**src/design/dlle_pkg.sv**
```systemverilog
// Package for the doubly linked list engine: sizes, operation and status codes,
// and the controller/datapath command and status structs. No dependencies.
`default_nettype none
package dlle_pkg;
   localparam int POOL_NODES = 64;
   localparam int ITEM_BITS  = 32;
   localparam int IDX_BITS   = $clog2(POOL_NODES);
   localparam int CNT_BITS   = $clog2(POOL_NODES + 1);
   localparam int CAP_BITS   = 7;

   // operation codes
   localparam logic [2:0] FUNC_APPEND = 3'd0;
   localparam logic [2:0] FUNC_POP    = 3'd1;
   localparam logic [2:0] FUNC_REMOVE = 3'd2;
   localparam logic [2:0] FUNC_INS_BF = 3'd3;
   localparam logic [2:0] FUNC_INS_AF = 3'd4;
   localparam logic [2:0] FUNC_READ   = 3'd5;
   localparam logic [2:0] FUNC_NEXT   = 3'd6;
   localparam logic [2:0] FUNC_PREV   = 3'd7;

   // status codes
   localparam logic [1:0] ST_OK    = 2'd0;
   localparam logic [1:0] ST_FULL  = 2'd1;
   localparam logic [1:0] ST_EMPTY = 2'd2;
   localparam logic [1:0] ST_BAD   = 2'd3;

   // link word: null flag over index
   typedef struct packed {
      logic                nul;
      logic [IDX_BITS-1:0] idx;
   } link_type;

   // controller -> datapath
   typedef struct packed {
      logic capture;   // latch request beat, start link reads
      logic decide;    // evaluate operation with link read data
      logic patch;     // neighbor link writes
      logic finish;    // load response register
   } dp_cmd_type;

   // datapath -> controller
   typedef struct packed {
      logic rsp_busy;  // response register holds an untaken beat
   } dp_sts_type;
endpackage
`default_nettype wire

```
**src/design/dlle_ram.sv**
```systemverilog
// Generic single-write, single-read RAM with registered read data.
// No dependencies.
`default_nettype none
module dlle_ram #(
   parameter int WIDTH = 8,
   parameter int DEPTH = 16
) (
   input  wire logic                     clock,
   input  wire logic                     wr_en,
   input  wire logic [$clog2(DEPTH)-1:0] wr_addr,
   input  wire logic [WIDTH-1:0]         wr_data,
   input  wire logic [$clog2(DEPTH)-1:0] rd_addr,
   output logic      [WIDTH-1:0]         rd_data
);
   logic [WIDTH-1:0] mem [DEPTH];

   always_ff @(posedge clock) begin
      if (wr_en) mem[wr_addr] <= wr_data;
      rd_data <= mem[rd_addr];
   end
endmodule
`default_nettype wire

```
**src/design/dlle_datapath.sv**
```systemverilog
// Datapath: link and item memories, head/tail/count, in-use bits, free search,
// response register. Uses dlle_pkg and dlle_ram.
`default_nettype none
module dlle_datapath
   import dlle_pkg::*;
(
   input  wire logic                 clock,
   input  wire logic                 reset,
   input  wire dp_cmd_type           cmd,
   output dp_sts_type                sts,
   input  wire logic [2:0]           req_func,
   input  wire logic [IDX_BITS-1:0]  req_node_handle,
   input  wire logic [ITEM_BITS-1:0] req_item_value,
   input  wire logic                 csr_wr_en,
   input  wire logic [CAP_BITS-1:0]  csr_wr_data,
   input  wire logic                 rsp_stall,
   output logic                      rsp_valid,
   output logic [1:0]                rsp_status,
   output logic [IDX_BITS-1:0]       rsp_result_handle,
   output logic                      rsp_result_handle_null,
   output logic [ITEM_BITS-1:0]      rsp_result_item,
   output logic [IDX_BITS-1:0]       rsp_first_handle,
   output logic [IDX_BITS-1:0]       rsp_last_handle,
   output logic [CNT_BITS-1:0]       rsp_entry_count,
   output logic                      rsp_list_empty,
   output logic                      rsp_list_full
);
   localparam link_type NIL = '{nul: 1'b1, idx: '0};

   // architectural state
   logic [CAP_BITS-1:0]   cap_ff;
   logic [POOL_NODES-1:0] used_ff, used_in;
   link_type              head_ff, head_in, tail_ff, tail_in;
   logic [CNT_BITS-1:0]   count_ff, count_in;

   // request latch
   logic [2:0]           func_ff;
   logic [IDX_BITS-1:0]  hnd_ff;
   logic [ITEM_BITS-1:0] val_ff;

   // decided operation
   logic [1:0]           st_ff, st_in;
   link_type             rh_ff, rh_in;
   logic                 isitem_in;
   logic                 wr_p_ff, wr_p_in, wr_q_ff, wr_q_in;
   link_type             p_ff, p_in, q_ff, q_in;
   link_type             pv_ff, pv_in, qv_ff, qv_in;  // value for next[p], prev[q]

   // free slot: lowest clear bit, priority encoder
   logic [IDX_BITS-1:0] free_idx;
   logic                free_ok;
   always_comb begin
      free_idx = '0;
      free_ok  = 1'b0;
      for (int i = POOL_NODES - 1; i >= 0; i--) begin
         if (!used_ff[i]) begin
            free_idx = IDX_BITS'(i);
            free_ok  = 1'b1;
         end
      end
   end

   // memories, read address: handle (or head for pop)
   logic [IDX_BITS-1:0]  rd_addr;
   link_type             nx_rd, pr_rd;
   logic [ITEM_BITS-1:0] it_rd;
   logic                 nx_we, pr_we, it_we;
   logic [IDX_BITS-1:0]  nx_wa, pr_wa;
   link_type             nx_wd, pr_wd;

   assign rd_addr = (req_func == FUNC_POP) ? head_ff.idx : req_node_handle;

   dlle_ram #(.WIDTH(IDX_BITS + 1), .DEPTH(POOL_NODES)) u_next (
      .clock, .wr_en(nx_we), .wr_addr(nx_wa), .wr_data(nx_wd),
      .rd_addr, .rd_data(nx_rd));
   dlle_ram #(.WIDTH(IDX_BITS + 1), .DEPTH(POOL_NODES)) u_prev (
      .clock, .wr_en(pr_we), .wr_addr(pr_wa), .wr_data(pr_wd),
      .rd_addr, .rd_data(pr_rd));
   dlle_ram #(.WIDTH(ITEM_BITS), .DEPTH(POOL_NODES)) u_item (
      .clock, .wr_en(it_we), .wr_addr(rh_ff.idx), .wr_data(val_ff),
      .rd_addr, .rd_data(it_rd));

   // decide: full check, new links, state updates
   logic [CNT_BITS:0] lim;
   logic              valid_h, full_now, is_ins, is_del;
   link_type          hl;
   always_comb begin
      lim      = (cap_ff > CAP_BITS'(POOL_NODES)) ? (CNT_BITS+1)'(POOL_NODES)
                                                  : (CNT_BITS+1)'(cap_ff);
      valid_h  = used_ff[hnd_ff];
      full_now = {1'b0, count_ff} >= lim;
      hl       = '{nul: 1'b0, idx: hnd_ff};
      st_in = ST_OK; rh_in = NIL; isitem_in = 1'b0;
      wr_p_in = 1'b0; wr_q_in = 1'b0;
      p_in = NIL; q_in = NIL; pv_in = NIL; qv_in = NIL;
      is_ins = 1'b0; is_del = 1'b0;
      unique case (func_ff) inside
         FUNC_APPEND: begin
            if (full_now || !free_ok) st_in = ST_FULL;
            else begin is_ins = 1'b1; p_in = tail_ff; q_in = NIL; end
         end
         FUNC_POP: begin
            if (count_ff == '0 || head_ff.nul) st_in = ST_EMPTY;
            else begin
               is_del = 1'b1; isitem_in = 1'b1;
               rh_in = head_ff; p_in = pr_rd; q_in = nx_rd;
            end
         end
         FUNC_REMOVE: begin
            if (!valid_h) st_in = ST_BAD;
            else begin is_del = 1'b1; rh_in = hl; p_in = pr_rd; q_in = nx_rd; end
         end
         FUNC_INS_BF, FUNC_INS_AF: begin
            if (!valid_h) st_in = ST_BAD;
            else if (full_now || !free_ok) st_in = ST_FULL;
            else begin
               is_ins = 1'b1;
               p_in = (func_ff == FUNC_INS_BF) ? pr_rd : hl;
               q_in = (func_ff == FUNC_INS_BF) ? hl : nx_rd;
            end
         end
         FUNC_READ: begin
            if (!valid_h) st_in = ST_BAD;
            else begin rh_in = hl; isitem_in = 1'b1; end
         end
         default: begin
            if (!valid_h) st_in = ST_BAD;
            else rh_in = (func_ff == FUNC_NEXT) ? nx_rd : pr_rd;
         end
      endcase
      used_in = used_ff; head_in = head_ff; tail_in = tail_ff; count_in = count_ff;
      if (is_ins) begin
         rh_in = '{nul: 1'b0, idx: free_idx};
         used_in[free_idx] = 1'b1;
         pv_in = rh_in; qv_in = rh_in;
         if (p_in.nul) head_in = rh_in; else wr_p_in = 1'b1;
         if (q_in.nul) tail_in = rh_in; else wr_q_in = 1'b1;
         count_in = count_ff + 1'b1;
      end
      if (is_del) begin
         used_in[rh_in.idx] = 1'b0;
         pv_in = q_in; qv_in = p_in;
         if (p_in.nul) head_in = q_in; else wr_p_in = 1'b1;
         if (q_in.nul) tail_in = p_in; else wr_q_in = 1'b1;
         if (count_ff != '0) count_in = count_ff - 1'b1;
      end
   end

   // memory writes: patch cycle writes the new item and fixes neighbors, finish cycle writes the new node's own links
   logic new_node_ff;
   always_comb begin
      it_we = cmd.patch && new_node_ff;
      nx_we = cmd.patch ? (wr_p_ff || new_node_ff) : 1'b0;
      nx_wa = p_ff.idx; nx_wd = pv_ff;
      pr_we = 1'b0; pr_wa = q_ff.idx; pr_wd = qv_ff;
      if (cmd.finish) begin
         // second write slot: new node's own links
         nx_we = new_node_ff; nx_wa = rh_ff.idx; nx_wd = q_ff;
         pr_we = new_node_ff; pr_wa = rh_ff.idx; pr_wd = p_ff;
      end else if (cmd.patch) begin
         nx_we = wr_p_ff; pr_we = wr_q_ff;
      end
   end

   // state registers
   always_ff @(posedge clock) begin
      if (reset) begin
         cap_ff <= CAP_BITS'(POOL_NODES);
         used_ff <= '0; head_ff <= NIL; tail_ff <= NIL; count_ff <= '0;
         rsp_valid <= 1'b0;
      end else begin
         if (csr_wr_en) cap_ff <= csr_wr_data;
         if (cmd.decide) begin
            used_ff <= used_in; head_ff <= head_in;
            tail_ff <= tail_in; count_ff <= count_in;
         end
         if (cmd.finish) rsp_valid <= 1'b1;
         else if (!rsp_stall) rsp_valid <= 1'b0;
      end
   end

   // payload registers
   logic [ITEM_BITS-1:0] item_hold_ff;
   always_ff @(posedge clock) begin
      if (cmd.capture) begin
         func_ff <= req_func; hnd_ff <= req_node_handle; val_ff <= req_item_value;
      end
      if (cmd.decide) begin
         st_ff <= st_in; rh_ff <= rh_in;
         wr_p_ff <= wr_p_in; wr_q_ff <= wr_q_in;
         p_ff <= p_in; q_ff <= q_in; pv_ff <= pv_in; qv_ff <= qv_in;
         new_node_ff <= is_ins;
         item_hold_ff <= isitem_in ? it_rd : '0;
      end
      if (cmd.finish) begin
         rsp_status <= st_ff;
         rsp_result_handle <= rh_ff.nul ? '0 : rh_ff.idx;
         rsp_result_handle_null <= rh_ff.nul;
         rsp_result_item <= item_hold_ff;
         rsp_first_handle <= head_ff.nul ? '0 : head_ff.idx;
         rsp_last_handle <= tail_ff.nul ? '0 : tail_ff.idx;
         rsp_entry_count <= count_ff;
         rsp_list_empty <= (count_ff == '0);
         rsp_list_full <= {1'b0, count_ff} >= lim;
      end
   end

   assign sts.rsp_busy = rsp_valid && rsp_stall;

   // head and tail are null together
   a_ends: assert property (@(posedge clock) disable iff (reset)
      head_ff.nul == tail_ff.nul) else $error("head/tail null mismatch");
   // count matches in-use bits
   a_cnt: assert property (@(posedge clock) disable iff (reset)
      $countones(used_ff) == int'(count_ff)) else $error("count drift");
   // empty list has a null head
   a_empty: assert property (@(posedge clock) disable iff (reset)
      (count_ff == '0) |-> head_ff.nul) else $error("empty list has head");
endmodule
`default_nettype wire

```
**src/design/dlle_ctrl.sv**
```systemverilog
// Controller: sequences capture, decide, patch and finish for one beat.
// Uses dlle_pkg.
`default_nettype none
module dlle_ctrl
   import dlle_pkg::*;
(
   input  wire logic       clock,
   input  wire logic       reset,
   input  wire logic       req_valid,
   output logic            req_stall,
   output dp_cmd_type      cmd,
   input  wire dp_sts_type sts
);
   localparam logic [1:0] S_IDLE   = 2'd0;
   localparam logic [1:0] S_DECIDE = 2'd1;
   localparam logic [1:0] S_PATCH  = 2'd2;
   localparam logic [1:0] S_FINISH = 2'd3;

   logic [1:0] state_ff, state_in;

   // next state
   always_comb begin
      state_in = state_ff;
      unique case (state_ff)
         S_IDLE:   if (req_valid) state_in = S_DECIDE;
         S_DECIDE: state_in = S_PATCH;
         S_PATCH:  state_in = S_FINISH;
         S_FINISH: if (!sts.rsp_busy) state_in = S_IDLE;
         default:  state_in = S_IDLE;
      endcase
   end

   assign req_stall   = (state_ff != S_IDLE);
   assign cmd.capture = (state_ff == S_IDLE) && req_valid;
   assign cmd.decide  = (state_ff == S_DECIDE);
   assign cmd.patch   = (state_ff == S_PATCH);
   assign cmd.finish  = (state_ff == S_FINISH) && !sts.rsp_busy;

   always_ff @(posedge clock) begin
      if (reset) state_ff <= S_IDLE;
      else state_ff <= state_in;
   end

   a_seq: assert property (@(posedge clock) disable iff (reset)
      cmd.decide |=> cmd.patch) else $error("patch must follow decide");
   a_one: assert property (@(posedge clock) disable iff (reset)
      $onehot0({cmd.capture, cmd.decide, cmd.patch, cmd.finish}))
      else $error("overlapping commands");
   a_fin: assert property (@(posedge clock) disable iff (reset)
      cmd.finish |=> !req_stall) else $error("finish must free input");
endmodule
`default_nettype wire

```
**src/design/doubly_linked_list_engine_top.sv**
```systemverilog
// Top level of the doubly linked list engine: controller plus datapath.
// Uses dlle_pkg, dlle_ctrl, dlle_datapath.
//
//  channel | direction | handshake            | payload
//  req     | in        | req_valid/req_stall  | func, node_handle, item_value
//  rsp     | out       | rsp_valid/rsp_stall  | status, handles, item, count, flags
//  csr     | in        | csr_wr_en            | capacity_limit
//
// One beat runs through capture, decide (link read data), patch and finish;
// the split is set by the single write port of each link memory.
// Response register lets the next request start while a result waits.
// Synchronous reset clears head, tail, count and in-use bits; memories keep data.
`default_nettype none
module doubly_linked_list_engine_top
   import dlle_pkg::*;
(
   input  wire logic                 clock,
   input  wire logic                 reset,
   input  wire logic                 req_valid,
   output logic                      req_stall,
   input  wire logic [2:0]           req_func,
   input  wire logic [IDX_BITS-1:0]  req_node_handle,
   input  wire logic [ITEM_BITS-1:0] req_item_value,
   input  wire logic                 csr_wr_en,
   input  wire logic [CAP_BITS-1:0]  csr_wr_data,
   output logic                      rsp_valid,
   input  wire logic                 rsp_stall,
   output logic [1:0]                rsp_status,
   output logic [IDX_BITS-1:0]       rsp_result_handle,
   output logic                      rsp_result_handle_null,
   output logic [ITEM_BITS-1:0]      rsp_result_item,
   output logic [IDX_BITS-1:0]       rsp_first_handle,
   output logic [IDX_BITS-1:0]       rsp_last_handle,
   output logic [CNT_BITS-1:0]       rsp_entry_count,
   output logic                      rsp_list_empty,
   output logic                      rsp_list_full
);
   dp_cmd_type cmd;
   dp_sts_type sts;

   dlle_ctrl u_ctrl (.clock, .reset, .req_valid, .req_stall, .cmd, .sts);

   dlle_datapath u_dp (
      .clock, .reset, .cmd, .sts, .req_func, .req_node_handle, .req_item_value,
      .csr_wr_en, .csr_wr_data, .rsp_stall, .rsp_valid, .rsp_status,
      .rsp_result_handle, .rsp_result_handle_null, .rsp_result_item,
      .rsp_first_handle, .rsp_last_handle, .rsp_entry_count, .rsp_list_empty,
      .rsp_list_full);
endmodule
`default_nettype wire
```
**config.mk**
```make
export PLATFORM = sky130hd
export DESIGN_NAME = doubly_linked_list_engine_top
export DESIGN_NICKNAME = d
export VERILOG_FILES = /design/src/design/dlle_pkg.sv /design/src/design/dlle_ram.sv /design/src/design/dlle_datapath.sv /design/src/design/dlle_ctrl.sv /design/src/design/doubly_linked_list_engine_top.sv
export SDC_FILE = /design/constraint.sdc
export NUM_CORES = 2
export LEC_CHECK = 0
export BUFFER_PORTS_ARGS = -buffer_cell sky130_fd_sc_hd__buf_2
export CAP_MARGIN = 20
export CORE_ASPECT_RATIO = 1.1
export CORE_MARGIN = 10
export CORE_UTILIZATION = 59
export CTS_BUF_LIST = sky130_fd_sc_hd__clkbuf_8
export DETAILED_ROUTE_END_ITERATION = 16
export MAX_ROUTING_LAYER = met4
export PLACE_DENSITY = 0.87
export SLEW_MARGIN = 20
export SYNTH_ARGS = -nofsm -noshare
export SYNTH_HDL_FRONTEND = slang
export SYNTH_HIERARCHICAL = 1
export SYNTH_SLANG_ARGS = --single-unit
```
**constraint.sdc**
```tcl
create_clock -name clock -period 5.19 [get_ports clock]
set_clock_uncertainty 0.15 [all_clocks]
set_input_delay 0.519 -clock clock [delete_from_list [all_inputs] [get_ports clock]]
set_output_delay 0.519 -clock clock [all_outputs]
set_load 0.02 [all_outputs]
```
Yosys cells after proc, flatten, opt, wreduce, memory -nomap -nowiden --
Memory sizes are Yosys's and may differ from the RTL's. A register that Yosys moved wholly into a read port is not among the register bits. Index checks and enable logic that the tools add are counted.
Storage, ports and cells: RAM bits 2944, word-level logic and storage cells 293, memories 3, input port bits 53, flip-flop bits (word level) 270, output and inout bits 64
Memory list:
- u_dp.u_item.mem | words 64, width 32, read ports 1, clocked after memory_dff 1, wr ports 1, line dlle_ram.sv:15 | logic [WIDTH-1:0] mem [DEPTH];
- u_dp.u_next.mem | words 64, width 7, read ports 1, clocked after memory_dff 1, wr ports 1, line dlle_ram.sv:15
- u_dp.u_prev.mem | words 64, width 7, read ports 1, clocked after memory_dff 1, wr ports 1, line dlle_ram.sv:15
Cells by class: equality and inequality tests 13, reductions and logical operators 19, muxes and demuxes 210, $add $sub $neg 2, bitwise gates (word level) 3, order comparisons 7
Operators by type and width (number):
- $mux 6 | 68
- $mux 7 | 32
- $mux 64 | 2
- $mux 1 | 92
- $and 64x64->64 | 1
- $not 64->64 | 1
- $or 64x64->64 | 1
- $pmux 7 s3 | 2
- $pmux 7 s4 | 1
- $lt 6x7->1 const B | 3
- $demux 1 s6 | 2
- $ge 6x1->1 const B | 2
- $mux 2 | 5
- $eq 3x3->1 const B | 3
- $ge 7x8->1 | 1
- $pmux 2 s4 | 1
- $add 7x1->7 const B | 1
- $gt 7x7->1 const B | 1
- $logic_not 7->1 | 1
- $reduce_bool 7->1 | 1
- $sub 7x1->7 const B | 1
- $bmux 1 s6 | 1
- $eq 3x1->1 const B | 2
- $eq 3x2->1 const B | 2
- 15 further kinds | 27

Depth between registers and ports, before layout --
word-level depth 77, depth in mapped cells 16, gate-level depth less buffers 13

Modules after synthesis --
The synthesis kept the hierarchy.
Modules (own cells, without submodules):
- dlle_ram (u_dp.u_item) | area each 78515.3 µm², instances 1, cells an instance 3324, seq. area each 62139.6 µm²
- dlle_ram (u_dp.u_next ...) | area each 17635.7 µm², instances 2, cells an instance 827, seq. area each 13593.0 µm²
- dlle_datapath | area each 12843.6 µm², instances 1, cells an instance 1157, seq. area each 7116.8 µm²
- dlle_ctrl | area each 211.5 µm², instances 1, cells an instance 22, seq. area each 40.0 µm²

Worst setup path after synthesis --
OpenSTA, ideal clock, no wires.
kind register -> register, start reg u_ctrl.state_ff[0], end mem u_dp/u_item/mem[48][0] (netlist name) (enable), clock period less this slack 4.097 ns, setup slack 1.093 ns, buffers on the path 0, stages on the path, launching flop included 7, data arrival time 3.487 ns, required time 4.579 ns, setup time 0.461 ns, cell sequence dfxtp_1 > inv_1 > ha_1 > and2_1 > nor2b_1 > nand4b_1 > nor3_1
RTL lines:
- start, declared | line dlle_ctrl.sv:19 | logic [1:0] state_ff, state_in;
- start signal, assigned | line dlle_ctrl.sv:41 | else state_ff <= state_in;
- end, declared | line dlle_ram.sv:15

Worst setup path in the final report --
start reg u_dp.hnd_ff[3], end reg u_dp.used_ff[50]
Between the ends: longest elaborated chain between the ends 12, elaborated cells between the ends (all ways) 19, classes of those cells order compare: 2; mux: 14; bitwise: 2; reduce/logical: 1
RTL lines:
- start, declared | line dlle_datapath.sv:38 | logic [IDX_BITS-1:0] hnd_ff;
- start signal, assigned | line dlle_datapath.sv:186 | func_ff <= req_func; hnd_ff <= req_node_handle; val_ff <= req_item_value;
- $bmux 1 s6 | line dlle_datapath.sv:90 | valid_h = used_ff[hnd_ff];
- $mux 1 (implied by the code) | line dlle_datapath.sv:90
- $mux 7, or another cell as far along | line dlle_datapath.sv:127 | if (!valid_h) st_in = ST_BAD;
- $pmux 7 s3 or $pmux 1 s2 (tied branches) | line dlle_datapath.sv:97 | unique case (func_ff) inside
- $mux 6 | line dlle_datapath.sv:132 | if (is_ins) begin
- $lt 6x7->1 (implied by the code) or $ge 6x1->1 (tied branches) | line dlle_datapath.sv:141 | used_in[rh_in.idx] = 1'b0;
- $logic_and 1x1->1 (implied by the code) | line dlle_datapath.sv:141
- $mux 1 (implied by the code) | line dlle_datapath.sv:141
- $demux 1 s6
- $not 64->64 (no line)
- $and 64x64->64 (no line)
- $mux 64 (*) | line dlle_datapath.sv:140 | if (is_del) begin
- end signal, assigned | line dlle_datapath.sv:174 | used_ff <= used_in; head_ff <= head_in;
- end, declared | line dlle_datapath.sv:32 | logic [POOL_NODES-1:0] used_ff, used_in;
Every way passes the cells marked *; elsewhere a longest branch is shown, timed or not. The select of a mux whose other input is x is not followed. A chain may end at the register's enable or synchronous reset.

==> run metrics <==
outcome finished, final reports clean; DRC errors left 0; Clock transition at path regs 60 ps; fraction of layout cells with a size suffix above 1 a little over a quarter; CP Capture Type flop; Sink Count 3260; slowest CP cell nor4_2; CP bufs+invs 0; worst slew pin tran 1170 ps; total die area 0.234 mm^2; number of flops mapped to enable cells by yosys ~3100; max incr delay on CP around 900 ps; maxcap violations 0; GR Overflow Total 0; CTS tree built; mapped cell area ~0.13 mm^2; Main synth FF type edfxtp_1; r2r endpoint u_dp/used_ff[50]; synth unique cells 96; Core Util, Final 66.8%; worst path cell trace nor2b_1 -> a22oi_1 -> nand4_1 -> a41oi_2 -> o211ai_4 -> a21o_1 -> nor4_2 -> nand3_1 -> a221oi_1; post-route ant nets 0; global-route wire length before repair 515 mm; Hold Crit Class primary input to flop; top cell type's share of synthesized area about three quarters; root buffer cell clkbuf_8; async set or reset register ratio after synthesis 0%; DR vias/cell approximately 7.1; Clock Path Buffers 4; Global Route Usage Sum 31.6%; NumNets Final 6873; WP data arrival between 5000 and 6000 ps; Die H 506 um; Synthesized Nets between 6000 and 7000; Synthesis Warnings 6; core footprint about 0.21 mm^2; DR WL/cell between 30 and 40 um; routed vias 70762; setup TNS 0 ps; H-tree levels 5; Top-Level Pins 117; Total Power 59.9 mW; Synth Area per Inst between 20 and 25 um^2; Max VDD drop ~330 uV; Post-Syn Instances 6157; vias in the first global route 71394; Die Width 462 um; Routed WL 361 mm; # Post-CTS Setup Buffers 0; final worst path period share 86.8%; Synth Register Bits 3260; r2r startpoint u_dp/hnd_ff[3]; largest net degree at the start of global routing 92; Initial Util 59.3%; DRT Pass-1 Iters 7; Hold Startpoint req_node_handle[3]; RSZ-0062 raised after global routing no; Critical Path Source Type flop; GP Congestion 0.950; Max Slew Vio Count 0; min Tclk post-route ~4500 ps; initial antenna violation count 22; register area share after synthesis roughly 76%; worst hold stages 2; Hold Path End u_dp/hnd_ff[3]; crit path kind flop to flop; Achievable Freq about 220 MHz; setup violators final 0; worst-path fanout max 17; headroom to the max-slew limit 21.5%; Final Hold Fails 0; Initial DRC Count 12811; synth top area cells edfxtp_1 74%, mux4_2 14%, dfxtp_1 2.2%; PD cells 419 mW/mm^2; IO Port Bufs 116; # rows 178; register-to-register setup slack 690 ps; crit-path leading delay family compound AO/OA/AOI/OAI gates; Syn-to-layout area delta 12.6%; Register-to-Register Path Depth 9; Leak 45.5 nW; cts bufs inserted roughly 480; required time worst endpoint 5990 ps; post-DP HPWL 204 mm; Worst-Skew Late Latency 1190 ps; leading area contributor after synthesis edfxtp_1
-- worst register-to-register path, cell delays in order (launching register included) --
cell,delay [ps]
edfxtp_1,890
nor2b_1,280
a22oi_1,300
nand4_1,180
a41oi_2,500
o211ai_4,230
a21o_1,390
nor4_2,900
nand3_1,170
a221oi_1,410
-- worst max path at each step --
stage / start / slack [ps] / depth (start not counted) / endpoint
finish: u_dp/hnd_ff[3] / 690 / 9 / u_dp/used_ff[50]
global route: u_dp/used_ff[42] / 580 / 10 / u_dp/used_ff[40]
CTS: u_dp/hnd_ff[3] / 840 / 10 / u_dp/head_ff[4]
detailed placement: req_func[1] / 630 / 11 / u_dp/u_item/rd_data[31]
global placement: req_func[1] / 700 / 11 / u_dp/u_item/rd_data[31]
floorplan: u_ctrl/state_ff[0] / 1090 / 6 / u_dp/u_item/mem[48][0]
-- stage by stage --
step | instances | setup WS (ps) | hold WS [ps] | cell area (um^2)
after global routing | 10002 | 576 | 70.1 | 143000
after global placement | 9004 | 703 | 252 | 132000
after floorplan | 6157 | 1090 | 250 | 127000
after CTS | 9980 | 838 | 10.6 | 143000
final | 10004 | 685 | 110 | 143000
after detailed placement | 9004 | 631 | 256 | 132000
-- per-layer routing --
metal	global-route usage [%]	vias to the layer above	share of wire, %
met5	-	-	0
met4	18.5	0	7.2
met3	8.39	1533	14
met2	48.4	6856	48
met1	38.1	35300	31
li1	-	27073	-
-- synthesized netlist by cell type, types with 28 or more instances --
cell	n
dfxtp_1	141
nor2_1	351
o22ai_1	112
nand3_1	55
nand4_1	34
nor3_1	44
edfxtp_1	3119
a211oi_1	79
clkbuf_1	139
inv_1	63
nor2b_1	55
and2_1	44
o221ai_1	45
buf_2	99
buf_4	39
mux2i_1	167
nand2_1	120
mux4_2	768
a21oi_1	155
mux2_2	28
o21ai_0	65
a22oi_1	45
-- sequential cells by signal, indices dropped and copies added, names as in the netlist, 32 cells and up --
signal,cells
u_dp/u_item/mem,2048
u_dp/item_hold_ff,32
u_dp/val_ff,32
u_dp/used_ff,64
u_dp/rsp_result_item,32
u_dp/u_prev/mem,448
u_dp/u_item/rd_data,32
u_dp/u_next/mem,448
-- layout make-up --
type                            instances  area [um^2]
Sequential cell                      3260        96500
Fill cell                           12297        71000
Multi-Input combinational cell       2504        29000
Clock buffer                          522         7180
Timing Repair Buffer                  490         4120
Tap cell                             2790         3490
Clock inverter                        349         2160
Inverter                               66          248
Antenna cell                           23         57.6
-- power by group --
part	switching [mW]	leakage, nW	internal, mW
Combinational	5.43	11.0	1.98
Clock	10.0	5.27	10.5
Sequential	0.578	29.3	31.3
-- cell families after synthesis --
group	Yosys count	synth area share [%]
multiplexers	963	15.2
buffers and inverters	393	1.52
adder cells (fa/ha/maj)	14	0.138
XOR/XNOR	2	0.0138
AO/OA/AOI/OAI	684	3.71
AND/OR/NAND/NOR	841	3.35
flip-flops	3260	76.1
-- placed cells by master, fill, tap and decap left out, types with 16 or more instances in the layout --
cell type | Yosys | final
edfxtp_1 | 3119 | 3119
mux4_2 | 768 | 768
clkbuf_8 | 0 | 522
nor2_1 | 351 | 289
buf_4 | 39 | 231
inv_1 | 63 | 182
mux2i_1 | 167 | 167
a21oi_1 | 155 | 155
dfxtp_1 | 141 | 141
nand2_1 | 120 | 120
buf_2 | 99 | 116
clkinv_1 | 2 | 115
o22ai_1 | 112 | 112
dlygate4sd3_1 | 0 | 105
a211oi_1 | 79 | 79
clkinv_2 | 0 | 77
nor2_4 | 0 | 62
o21ai_0 | 65 | 60
nor2b_1 | 55 | 55
nand3_1 | 55 | 55
a22oi_1 | 45 | 45
o221ai_1 | 45 | 45
and2_1 | 44 | 43
nor3_1 | 44 | 40
buf_12 | 0 | 37
nand4_1 | 34 | 34
bufinv_16 | 0 | 26
nand2b_1 | 26 | 25
diode_2 | 0 | 23
a31oi_1 | 23 | 23
mux2_2 | 28 | 22
o21ai_1 | 13 | 17
o31ai_1 | 17 | 17
a21o_1 | 16 | 16
-- timing repair --
action,CTS,global route
endpoints found under the hold margin,79,0
gates resized for setup,0,0
hold buffers,105,0
endpoints found under the setup margin,0,0
Note: power is estimated with default switching activity, not from simulation.
